--- src/sv/aces_filmic_tone_map_unit_defines.svh ---
// assertion macros shared by the tone map rtl
// no dependencies; taken in by `include in the files that carry checks
`ifndef ACES_FILMIC_TONE_MAP_UNIT_DEFINES_SVH
`define ACES_FILMIC_TONE_MAP_UNIT_DEFINES_SVH

// same-cycle implication, disabled while in reset
`define AFTM_CHECK(lbl, clk, rstn, ante, cons, msg) \
    lbl: assert property (@(posedge clk) disable iff (!(rstn)) (ante) |-> (cons)) \
        else $error(msg);

// next-cycle implication, disabled while in reset
`define AFTM_CHECK_NEXT(lbl, clk, rstn, ante, cons, msg) \
    lbl: assert property (@(posedge clk) disable iff (!(rstn)) (ante) |=> (cons)) \
        else $error(msg);

`endif

--- src/sv/aftm_pkg.sv ---
// shared constants and types for the tone map pipeline
// no dependencies; used by every module of the block
`default_nettype none

package aftm_pkg;

    // input fixed point format and field widths
    localparam int INPUT_FRAC_BITS = 16;
    localparam int NUM_CH          = 3;
    localparam int IN_W            = 24;
    localparam int OUT_W           = 16;
    localparam int Q_BITS          = 16;

    // derived datapath widths
    localparam int COEF_W = INPUT_FRAC_BITS + 2;
    localparam int PA_W   = COEF_W + IN_W + 1;
    localparam int N_W    = IN_W + 2;
    localparam int DEN_W  = IN_W + N_W;

    // curve coefficients, rounded half up to the input format
    localparam logic [COEF_W-1:0] KA =
        COEF_W'(((64'd251 << INPUT_FRAC_BITS) + 64'd50) / 64'd100);
    localparam logic [COEF_W-1:0] KB =
        COEF_W'(((64'd3 << INPUT_FRAC_BITS) + 64'd50) / 64'd100);
    localparam logic [COEF_W-1:0] KC =
        COEF_W'(((64'd243 << INPUT_FRAC_BITS) + 64'd50) / 64'd100);
    localparam logic [COEF_W-1:0] KD =
        COEF_W'(((64'd59 << INPUT_FRAC_BITS) + 64'd50) / 64'd100);
    localparam logic [COEF_W-1:0] KE =
        COEF_W'(((64'd14 << INPUT_FRAC_BITS) + 64'd50) / 64'd100);

    // 1.0 in unsigned q1.15
    localparam logic [OUT_W-1:0] OUT_ONE = OUT_W'(32768);

    // one channel as it moves down the divider chain
    typedef struct packed {
        logic [DEN_W-1:0]  rem;
        logic [DEN_W-1:0]  den;
        logic [Q_BITS-1:0] quo;
        logic              clamp;
    } aftm_lane_t;

    typedef aftm_lane_t [NUM_CH-1:0]      aftm_pix_t;
    typedef logic [NUM_CH-1:0][IN_W-1:0]  aftm_in_t;
    typedef logic [NUM_CH-1:0][OUT_W-1:0] aftm_out_t;

endpackage

`default_nettype wire

--- src/sv/aftm_out_stage.sv ---
// output register: quotient rounding, clamp to 1.0, result request
// depends on aftm_pkg; fed by the last divider cell
`default_nettype none

module aftm_out_stage (
    input  logic              aclk,
    input  logic              aresetn,
    input  logic              in_valid,
    output logic              in_ready,
    input  aftm_pkg::aftm_pix_t in_data,
    output logic              out_valid,
    input  logic              out_ready,
    output aftm_pkg::aftm_out_t out_data
);
    import aftm_pkg::*;

    logic                               valid_reg, valid_next;
    aftm_out_t                          res_reg, res_next;
    logic [NUM_CH-1:0][Q_BITS:0]        rounded;

    assign in_ready  = !valid_reg || out_ready;
    assign out_valid = valid_reg;
    assign out_data  = res_reg;

    // round half up from 16 quotient bits to q1.15, then clamp
    always_comb begin
        for (int ch = 0; ch < NUM_CH; ch++) begin
            rounded[ch] = ({1'b0, in_data[ch].quo} + (Q_BITS+1)'(1)) >> 1;
            if (in_data[ch].clamp || rounded[ch] > (Q_BITS+1)'(OUT_ONE)) begin
                res_next[ch] = OUT_ONE;
            end else begin
                res_next[ch] = rounded[ch][OUT_W-1:0];
            end
        end
    end

    assign valid_next = in_ready ? in_valid : valid_reg;

    always_ff @(posedge aclk) begin
        if (!aresetn) begin
            valid_reg <= 1'b0;
        end else begin
            valid_reg <= valid_next;
        end
    end

    always_ff @(posedge aclk) begin
        if (in_ready && in_valid) begin
            res_reg <= res_next;
        end
    end

endmodule

`default_nettype wire

--- config.mk ---
export PLATFORM = sky130hd
export DESIGN_NAME = aftm_out_stage
export DESIGN_NICKNAME = d
export VERILOG_FILES = /design/src/sv/aces_filmic_tone_map_unit_defines.svh /design/src/sv/aftm_pkg.sv /design/src/sv/aftm_out_stage.sv
export SDC_FILE = /design/constraint.sdc
export NUM_CORES = 1
export LEC_CHECK = 0
export BUFFER_PORTS_ARGS = -buffer_cell sky130_fd_sc_hd__buf_2
export CAP_MARGIN = 20
export CORE_AREA = 2 2 155 157
export DETAILED_ROUTE_END_ITERATION = 12
export DIE_AREA = 0 0 157 159
export HOLD_SLACK_MARGIN = 0.1
export PLACE_DENSITY_LB_ADDON = 0.08
export SLEW_MARGIN = 20
export SYNTH_ARGS = -nofsm -noshare
export SYNTH_HDL_FRONTEND = slang
export SYNTH_SLANG_ARGS = --single-unit
--- constraint.sdc ---
create_clock -name aclk -period 2 [get_ports aclk]
set_input_delay 0.4 -clock aclk [delete_from_list [all_inputs] [get_ports aclk]]
set_output_delay 0.4 -clock aclk [all_outputs]
set_load 0.005 [all_outputs]
==> impl_results.md <==
* Status: completed
* Final worst-path cycle share at between 90% and 100%
* Pin count of the biggest net entering global routing at 21
* First-pass GRT wire length at 15.44 mm
* Drt drc at 0
* CP Capture Type: flip-flop
* Hold Crit Class: input pin to flip-flop
* Hold Buf Count CTS at 0
* # IOs at a little over 400
* FFs w/ async S/R, synth at 0%
* Initial antenna violation count at 0
* Maximum vdd ir drop at 295.2 uV
* Worst-path cell chain: buf_6 > ha_4 > nand4_4 > nor2_4 > buf_4 > or3_2 > a311oi_2 > a41oi_2 > buf_4 > nor2_2
* Fin crit period at about 2.0 ns
* H-tree levels at 2
* Clock buffer depth at 2
* Final hold vios at 0
* Num CTS Buffers at 5
* Max transition margin at 73.33%
* Number of global-route vias before repair at between 2000 and 3000
* Dpl ws at -0.3318 ns
* Global route total overflow at 0
* Syn Nets at just over 600
* Synth cell types at between 40 and 50
* Initial Utilization at around an eighth
* DRT Pass-1 Iters at 4
* All-Layer GR Usage at between 8 and 9%
* Critical path class: input pin to flip-flop
* # rows at between 50 and 60
* Number of flops mapped to enable cells by yosys at 48
* Least-Margin Pin Slew at ~0.4 ns
* Chip Height at between 150 and 200 um
* Core ar. at about 23000 um^2
* Slowest stage delay, CP at 0.41 ns
* Post-Route WL at 10.18 mm
* Worst Skew at 0.007832 ns
* FMAX at 508.1 MHz
* # nets final at between 700 and 800
* Slew Viols, Final at 0
* Syn avg cell area at around 11 um^2
* Ant. Diodes at 0
* Largest area contributor in the netlist: edfxtp_1
* Sequential share of the synthesized area at around 54%
* Placed cells at approximately 700
* Die Width at approximately 160 um
* Crit path max fanout at 3
* Crit-path slowest cell: or3_2
* Pleak at between 1.5 and 2 nW
* Gate Count Post-Synth at approximately 250
* Prevailing post-synth register cell: edfxtp_1
* CP bufs+invs at 3
* Hpwl dp at between 8 and 9 mm
* Clock transition at the registers of the reported paths at 0.08 ns
* # clock sinks at between 40 and 50
* 1st-iter DRT viols at 56
* #FFs+latches synth at 49
* Fin util at a little under a fifth
* Die ar. at 24960 um^2
* Via count at between 2000 and 2500
* Worst EP required at approximately 2.2 ns
* Area share of the largest cell type after synthesis at a little over half
* Synth warn at 0
* Post-route setup slack at approximately 0.032 ns
* WL per Instance at 14.04 um
* Area grow syn2layout at 55.17%
* Clock root buffer: clkbuf_16
* Cell Count, Final, Fillers Out at roughly 730
* CTS tree: done
* Vias/cell at roughly 3.3
* Layout cells sized above 1 at 43.84%
* # port buffers at 104
* WP data arrival at approximately 2.1 ns
* Endpoints failing setup at 0
* Power, Total at approximately 2.8 mW
* Pwr per Cell Area at roughly 670 nW/um^2
* Worst path most repeated cell: buf_4
* Max Cap Viol at 0
* Most area-consuming cells after synthesis: edfxtp_1 53%, xor2_1 7.7%, nor2_1 7.3%, xnor2_1 5.5%, nand3_1 3.5%
* Mapped Area at 2724 um^2
* RSZ-0062 raised after global routing: true
* Startpoint types: input pin
* Clk_lat worst skew at 0.30 ns
* Post-DRT Antenna Nets at 0
* GPL Wtd Cong at around 0.74
* CP top delay family: simple AND/OR/NAND/NOR gates
[where the power goes]
group          switching (mW)  internal [mW]
combinational           0.240          0.207
clock                   0.420          0.722
sequential             0.0195           1.21
[final timing paths]
kind	slack, ns	cells after the start	startpoint	to
max	0.03	10	in_data[2]	out_data[8]$_SDFFCE_PP0P_
min	0.34	2	aresetn	out_valid$_SDFFE_PN0N_
max reg2reg	0.67	3	out_valid$_SDFFE_PN0N_	out_data[25]$_SDFFCE_PP0P_
min reg2reg	0.53	2	out_valid$_SDFFE_PN0N_	out_valid$_SDFFE_PN0N_
[logic make-up after synthesis]
group                    count (synthesis)  share of synthesized area (%)
multiplexers                             1                         0.4134
AND/OR/NAND/NOR                        125                          23.33
buffers and inverters                   14                          2.159
AO/OA/AOI/OAI                           19                          5.421
adder cells (fa/ha/maj)                  4                          1.837
flip-flops                              49                          53.65
XOR/XNOR                                41                          13.18
[cell type report]
class / count / area [um^2]
fillers: 2609 / 18970
well taps: 319 / 399.1
repair buffers: 151 / 910.9
clock inverters: 3 / 68.82
flip-flops and latches: 49 / 1461
clock buffers: 5 / 125.1
multi-input cells: 190 / 1231
inverters: 8 / 30.03
[cell usage in the layout, fill, tap and decap left out, drive strengths merged, types with 2 or more instances in the layout]
master  count
and3        5
bufinv      2
nor3        3
nand2b      2
nor2       54
xor2       24
buf       151
nand3      19
or3         5
a21oi       2
nand4       9
a31oi       2
ha          4
xnor2      17
edfxtp     48
nand2      16
a311oi      2
and4        6
clkbuf      5
inv         9
o21ai       4
[through the flow]
stage | instance area [um^2] | setup TNS [ns] | hold slack, ns
6_report | 4227 | 0 | 0.3420
5_1_grt | 4227 | -0.02177 | 0.3481
4_1_cts | 4222 | 0 | 0.3286
3_5_place_dp | 3999 | -1.849 | 0.5218
3_3_place_gp | 3999 | -2.007 | 0.4996
2_1_floorplan | 2740 | 0 | 0.5364
[routing by layer]
layer	GRT usage, %	routed length (um)	up-vias
met4	2.752	174	0
met2	12.16	4329	69
met1	11.23	4911	1100
met5	0	0	-
met3	3.430	767	7
li1	-	-	1207
[repair_timing]
action                                 CTS  global route
resized for setup                        6             2
pin swaps                                5             2
setup endpoints to repair                2             6
endpoints found under the hold margin    0             0
buffers inserted                         1             0
[flip-flops by register name, summed over array words and instances, names as in the netlist]
register   flops
out_data      48
out_valid      1
[cells in the mapped netlist (all sizes together) (2+ instances only)]
library cell and count:
a21oi 2, a311oi 2, a31oi 2, and3 5
and4 6, buf 3, clkbuf 3, edfxtp 48
ha 4, inv 8, nand2 16, nand2b 2
nand3 19, nand4 9, nor2 54, nor3 3
o21ai 4, or3 5, xnor2 17, xor2 24
Power figures use the tool's default switching activity.
