`src/sv/aces_filmic_tone_map_unit_defines.svh`:
```
// assertion macros shared by the tone map rtl
// no dependencies; taken in by `include in the files that carry checks
`ifndef ACES_FILMIC_TONE_MAP_UNIT_DEFINES_SVH
`define ACES_FILMIC_TONE_MAP_UNIT_DEFINES_SVH

// same-cycle implication, disabled while in reset
`define AFTM_CHECK(lbl, clk, rstn, ante, cons, msg) \
    lbl: assert property (@(posedge clk) disable iff (!(rstn)) (ante) |-> (cons)) \
        else $error(msg);

// next-cycle implication, disabled while in reset
`define AFTM_CHECK_NEXT(lbl, clk, rstn, ante, cons, msg) \
    lbl: assert property (@(posedge clk) disable iff (!(rstn)) (ante) |=> (cons)) \
        else $error(msg);

`endif

```
`src/sv/aftm_pkg.sv`:
```
// shared constants and types for the tone map pipeline
// no dependencies; used by every module of the block
`default_nettype none

package aftm_pkg;

    // input fixed point format and field widths
    localparam int INPUT_FRAC_BITS = 16;
    localparam int NUM_CH          = 3;
    localparam int IN_W            = 24;
    localparam int OUT_W           = 16;
    localparam int Q_BITS          = 16;

    // derived datapath widths
    localparam int COEF_W = INPUT_FRAC_BITS + 2;
    localparam int PA_W   = COEF_W + IN_W + 1;
    localparam int N_W    = IN_W + 2;
    localparam int DEN_W  = IN_W + N_W;

    // curve coefficients, rounded half up to the input format
    localparam logic [COEF_W-1:0] KA =
        COEF_W'(((64'd251 << INPUT_FRAC_BITS) + 64'd50) / 64'd100);
    localparam logic [COEF_W-1:0] KB =
        COEF_W'(((64'd3 << INPUT_FRAC_BITS) + 64'd50) / 64'd100);
    localparam logic [COEF_W-1:0] KC =
        COEF_W'(((64'd243 << INPUT_FRAC_BITS) + 64'd50) / 64'd100);
    localparam logic [COEF_W-1:0] KD =
        COEF_W'(((64'd59 << INPUT_FRAC_BITS) + 64'd50) / 64'd100);
    localparam logic [COEF_W-1:0] KE =
        COEF_W'(((64'd14 << INPUT_FRAC_BITS) + 64'd50) / 64'd100);

    // 1.0 in unsigned q1.15
    localparam logic [OUT_W-1:0] OUT_ONE = OUT_W'(32768);

    // one channel as it moves down the divider chain
    typedef struct packed {
        logic [DEN_W-1:0]  rem;
        logic [DEN_W-1:0]  den;
        logic [Q_BITS-1:0] quo;
        logic              clamp;
    } aftm_lane_t;

    typedef aftm_lane_t [NUM_CH-1:0]      aftm_pix_t;
    typedef logic [NUM_CH-1:0][IN_W-1:0]  aftm_in_t;
    typedef logic [NUM_CH-1:0][OUT_W-1:0] aftm_out_t;

endpackage

`default_nettype wire

```
`src/sv/aftm_div_cell.sv`:
```
// one cell of the restoring divider: one quotient bit per channel
// depends on aftm_pkg; cells are chained in the top level
`default_nettype none

module aftm_div_cell (
    input  logic              aclk,
    input  logic              aresetn,
    input  logic              in_valid,
    output logic              in_ready,
    input  aftm_pkg::aftm_pix_t in_data,
    output logic              out_valid,
    input  logic              out_ready,
    output aftm_pkg::aftm_pix_t out_data
);
    import aftm_pkg::*;

    logic                     valid_reg, valid_next;
    aftm_pix_t                pix_reg, pix_next;
    logic [NUM_CH-1:0][DEN_W:0] rem_sh, rem_sub;
    logic [NUM_CH-1:0]        take;

    assign in_ready  = !valid_reg || out_ready;
    assign out_valid = valid_reg;
    assign out_data  = pix_reg;

    // shift, trial subtract, keep on success
    always_comb begin
        for (int ch = 0; ch < NUM_CH; ch++) begin
            rem_sh[ch]         = {in_data[ch].rem, 1'b0};
            rem_sub[ch]        = rem_sh[ch] - {1'b0, in_data[ch].den};
            take[ch]           = (rem_sh[ch] >= {1'b0, in_data[ch].den});
            pix_next[ch].rem   = take[ch] ? rem_sub[ch][DEN_W-1:0] : rem_sh[ch][DEN_W-1:0];
            pix_next[ch].den   = in_data[ch].den;
            pix_next[ch].quo   = {in_data[ch].quo[Q_BITS-2:0], take[ch]};
            pix_next[ch].clamp = in_data[ch].clamp;
        end
    end

    assign valid_next = in_ready ? in_valid : valid_reg;

    always_ff @(posedge aclk) begin
        if (!aresetn) begin
            valid_reg <= 1'b0;
        end else begin
            valid_reg <= valid_next;
        end
    end

    always_ff @(posedge aclk) begin
        if (in_ready && in_valid) begin
            pix_reg <= pix_next;
        end
    end

endmodule

`default_nettype wire

```
`config.mk`:
```
export PLATFORM = sky130hd
export DESIGN_NAME = aftm_div_cell
export DESIGN_NICKNAME = d
export VERILOG_FILES = /design/src/sv/aces_filmic_tone_map_unit_defines.svh /design/src/sv/aftm_pkg.sv /design/src/sv/aftm_div_cell.sv
export SDC_FILE = /design/constraint.sdc
export NUM_CORES = 1
export LEC_CHECK = 0
export BUFFER_PORTS_ARGS = -buffer_cell sky130_fd_sc_hd__buf_2
export CORE_AREA = 4 4 272 274
export DETAILED_ROUTE_END_ITERATION = 10
export DIE_AREA = 0 0 276 278
export HOLD_SLACK_MARGIN = 0.06
export REMOVE_ABC_BUFFERS = 1
export SLEW_MARGIN = 20
export SYNTH_ARGS = -nofsm -noshare
export SYNTH_HDL_FRONTEND = slang
export SYNTH_SLANG_ARGS = --single-unit
```
`constraint.sdc`:
```
create_clock -name aclk -period 31.1 [get_ports aclk]
set_input_delay 6.22 -clock aclk [delete_from_list [all_inputs] [get_ports aclk]]
set_output_delay 6.22 -clock aclk [all_outputs]
set_load 0.03 [all_outputs]
```
==> results.tsv <==
metric	value	unit
Clock Latency Late Sink	0.58	ns
Gate Count Post-Synth	2023	
# DRC	0	
total track usage	17.8	%
share of cells above drive strength 1	30.3	%
Top Ports	708	
Seq/Total Area, Yosys	50.0	%
Remaining Overflow, GRT	0	
EDFF count, synth	351	
asr flop ratio synth	0	%
Placed Area	25600	sq um
HPWL Detailed	58.3	mm
crit path max fanout	3	
Final Util	37.9	%
clock skew	0.0251	ns
final net count	3210	
max-cap viol count	0	
setup TNS	0	ns
Placed Instances	3607	
Top FF cell, synth	edfxtp_1	
Gates resized, CTS repair	0	
hold buffers post-CTS	0	
H-tree depth	2	
CTS tree	done	
initial DRC count	1160	
post-synthesis register bit count	352	
antenna-violating nets left	0	
DR vias/cell	4.87	
status	complete, no violations	
Leak	0.0122	uW
relative slew slack	30.5	%
Avg Cell Area, Syn	10.4	sq um
initial core utilization	29.6	%
CTS Buffer Depth	3	
number of global-route vias before repair	17704	
Final Instance Count excl. Fillers	3700	
die area	76700	sq um
Crit Path Category	in -> out	
Least-Margin Pin Slew	1.04	ns
total wire length	72.2	mm
Core ar.	71400	sq um
Startpoint Class	primary input	
Fin. Hold Viols	0	
Die Ht	278	microns
port bufs	704	
area delta synth->final	28.1	%
first-pass GRT wire length	107	mm
Cell Rows	98	
RSZ-0062 raised after global routing	false	
Slew Limit Fails	0	
total CTS buffers	42	
clock transition at the registers of the reported paths	0.06	ns
critical path arrival	6.65	ns
Cell variety after synth	83	
Power, Total	1530	uW
Final setup viols	0	
cell area after layout	27100	sq um
via count	18008	
warnings from Yosys	0	
setup repair bufs after CTS	0	
Die Wd	276	microns
period utilisation layout	41.4	%
largest net degree at the start of global routing	153	
cell area after synthesis	21100	sq um
CP endpoint kind	output port	
class of the worst hold path	reg -> reg	
required time of the critical path	24.88	ns
# clock sinks	352	
number of antenna violations at the first check in global routing	27	
gpl congestion	0.917	
WL/cell	19.5	microns
Final min period	12.87	ns
fmax	0.0777	GHz
DR pass1 iterations	5	
maximum VDD drop	0.0575	mV
power per cell area	56.4	nW/um^2
root buf cell	clkbuf_16	
[metrics by stage]
| step | setup WS, ns | hold slack [ns] |
|---|---|---|
| 2_1_floorplan | 15.82 | 0.885 |
| 3_3_place_gp | 18.23 | 0.524 |
| 3_5_place_dp | 18.23 | 0.530 |
| 4_1_cts | 18.23 | 0.541 |
| 5_1_grt | 18.19 | 0.610 |
| 6_report | 18.23 | 0.539 |
[layout make-up]
type | count | area (sq um)
diodes | 18 | 45.0
well taps | 950 | 1190
repair buffers | 712 | 3620
clock buffers | 45 | 1080
multi-input cells | 1394 | 9470
flip-flops and latches | 352 | 10600
fillers | 7192 | 44300
clock inverters | 29 | 347
inverters | 200 | 751
[report_power, final]
part | internal [uW] | switching (uW)
sequential | 580 | 10.9
clock | 317 | 201
combinational | 142 | 276
[cell usage after synthesis, types with 5 or more instances]
cell type	instances	area share (%)
nor4_1	6	0.18
nand2b_1	10	0.30
nand3_1	36	0.85
o31ai_1	13	0.46
or3_1	8	0.24
nand4_1	32	0.95
o21a_1	10	0.36
a211oi_1	19	0.68
clkbuf_1	52	0.92
o21bai_1	26	0.92
o211ai_1	7	0.25
a31oi_1	22	0.65
inv_1	200	3.6
edfxtp_1	351	50
and3_1	18	0.53
or2_2	6	0.18
buf_2	19	0.45
ha_1	150	8.9
and4_1	5	0.21
o21ai_0	122	2.9
nor3_1	17	0.40
mux2_2	28	1.5
a21o_1	106	3.8
xnor2_1	91	3.8
nand2_1	144	2.6
nor2_1	154	2.7
a21oi_1	213	5.0
and2_1	10	0.30
xor2_1	43	1.8
a221oi_1	5	0.21
nor2b_1	13	0.39
[kinds of logic (layout without fill, tap and decap cells)]
kind of cell	after synthesis	after routing	share of synthesized area (%)
other	0	18	0
multiplexers	30	30	1.59
AO/OA/AOI/OAI	604	604	18.1
adder cells (fa/ha/maj)	153	153	9.17
flip-flops	352	352	50.0
XOR/XNOR	134	134	5.56
AND/OR/NAND/NOR	473	473	10.4
buffers and inverters	277	986	5.18
[worst max-delay path: stages]
cell	delay [ns]
buf_2	0.09
nand2b_1	0.15
buf_2	0.18
[metal layers]
metal / wire length, microns / part of all wire (%) / track usage, % / vias to the layer above
met1: 27900 / 39 / 20.9 / 8376
met3: 6780 / 9.4 / 5.70 / 108
met5: 72 / 0.10 / 0 / -
met2: 35100 / 49 / 30.5 / 747
li1: - / - / - / 8763
met4: 2250 / 3.1 / 6.62 / 14
[flip-flops by register name, indices dropped and copies added, names as in the netlist]
signal and flops:
out_data 351, out_valid 1
[cells in the final DEF (no fill, tap or decap), types with 17 or more instances in the layout]
cell type,instances
inv_1,200
a31oi_1,22
diode_2,18
nand4_1,32
mux2_2,28
a21o_1,105
nand2_1,144
o21bai_1,26
ha_1,150
a21oi_1,213
nor3_1,17
xor2_1,43
edfxtp_1,351
buf_2,704
a211oi_1,19
nand3_1,36
clkbuf_16,43
and3_1,18
nor2_1,154
xnor2_1,91
o21ai_0,122
[final timing paths]
path                                             start                       to  slack, ns  cells after the start
worst min register to register  out_valid$_SDFFE_PN0N_   out_valid$_SDFFE_PN0N_       0.54                      2
worst max-delay path                         out_ready                 in_ready      18.23                      3
worst min-delay path            out_valid$_SDFFE_PN0N_   out_valid$_SDFFE_PN0N_       0.54                      2
worst max register to register  out_valid$_SDFFE_PN0N_  out_data[297]$_DFFE_PP_      27.99                      5
Note: power is estimated with default switching activity, not from simulation.
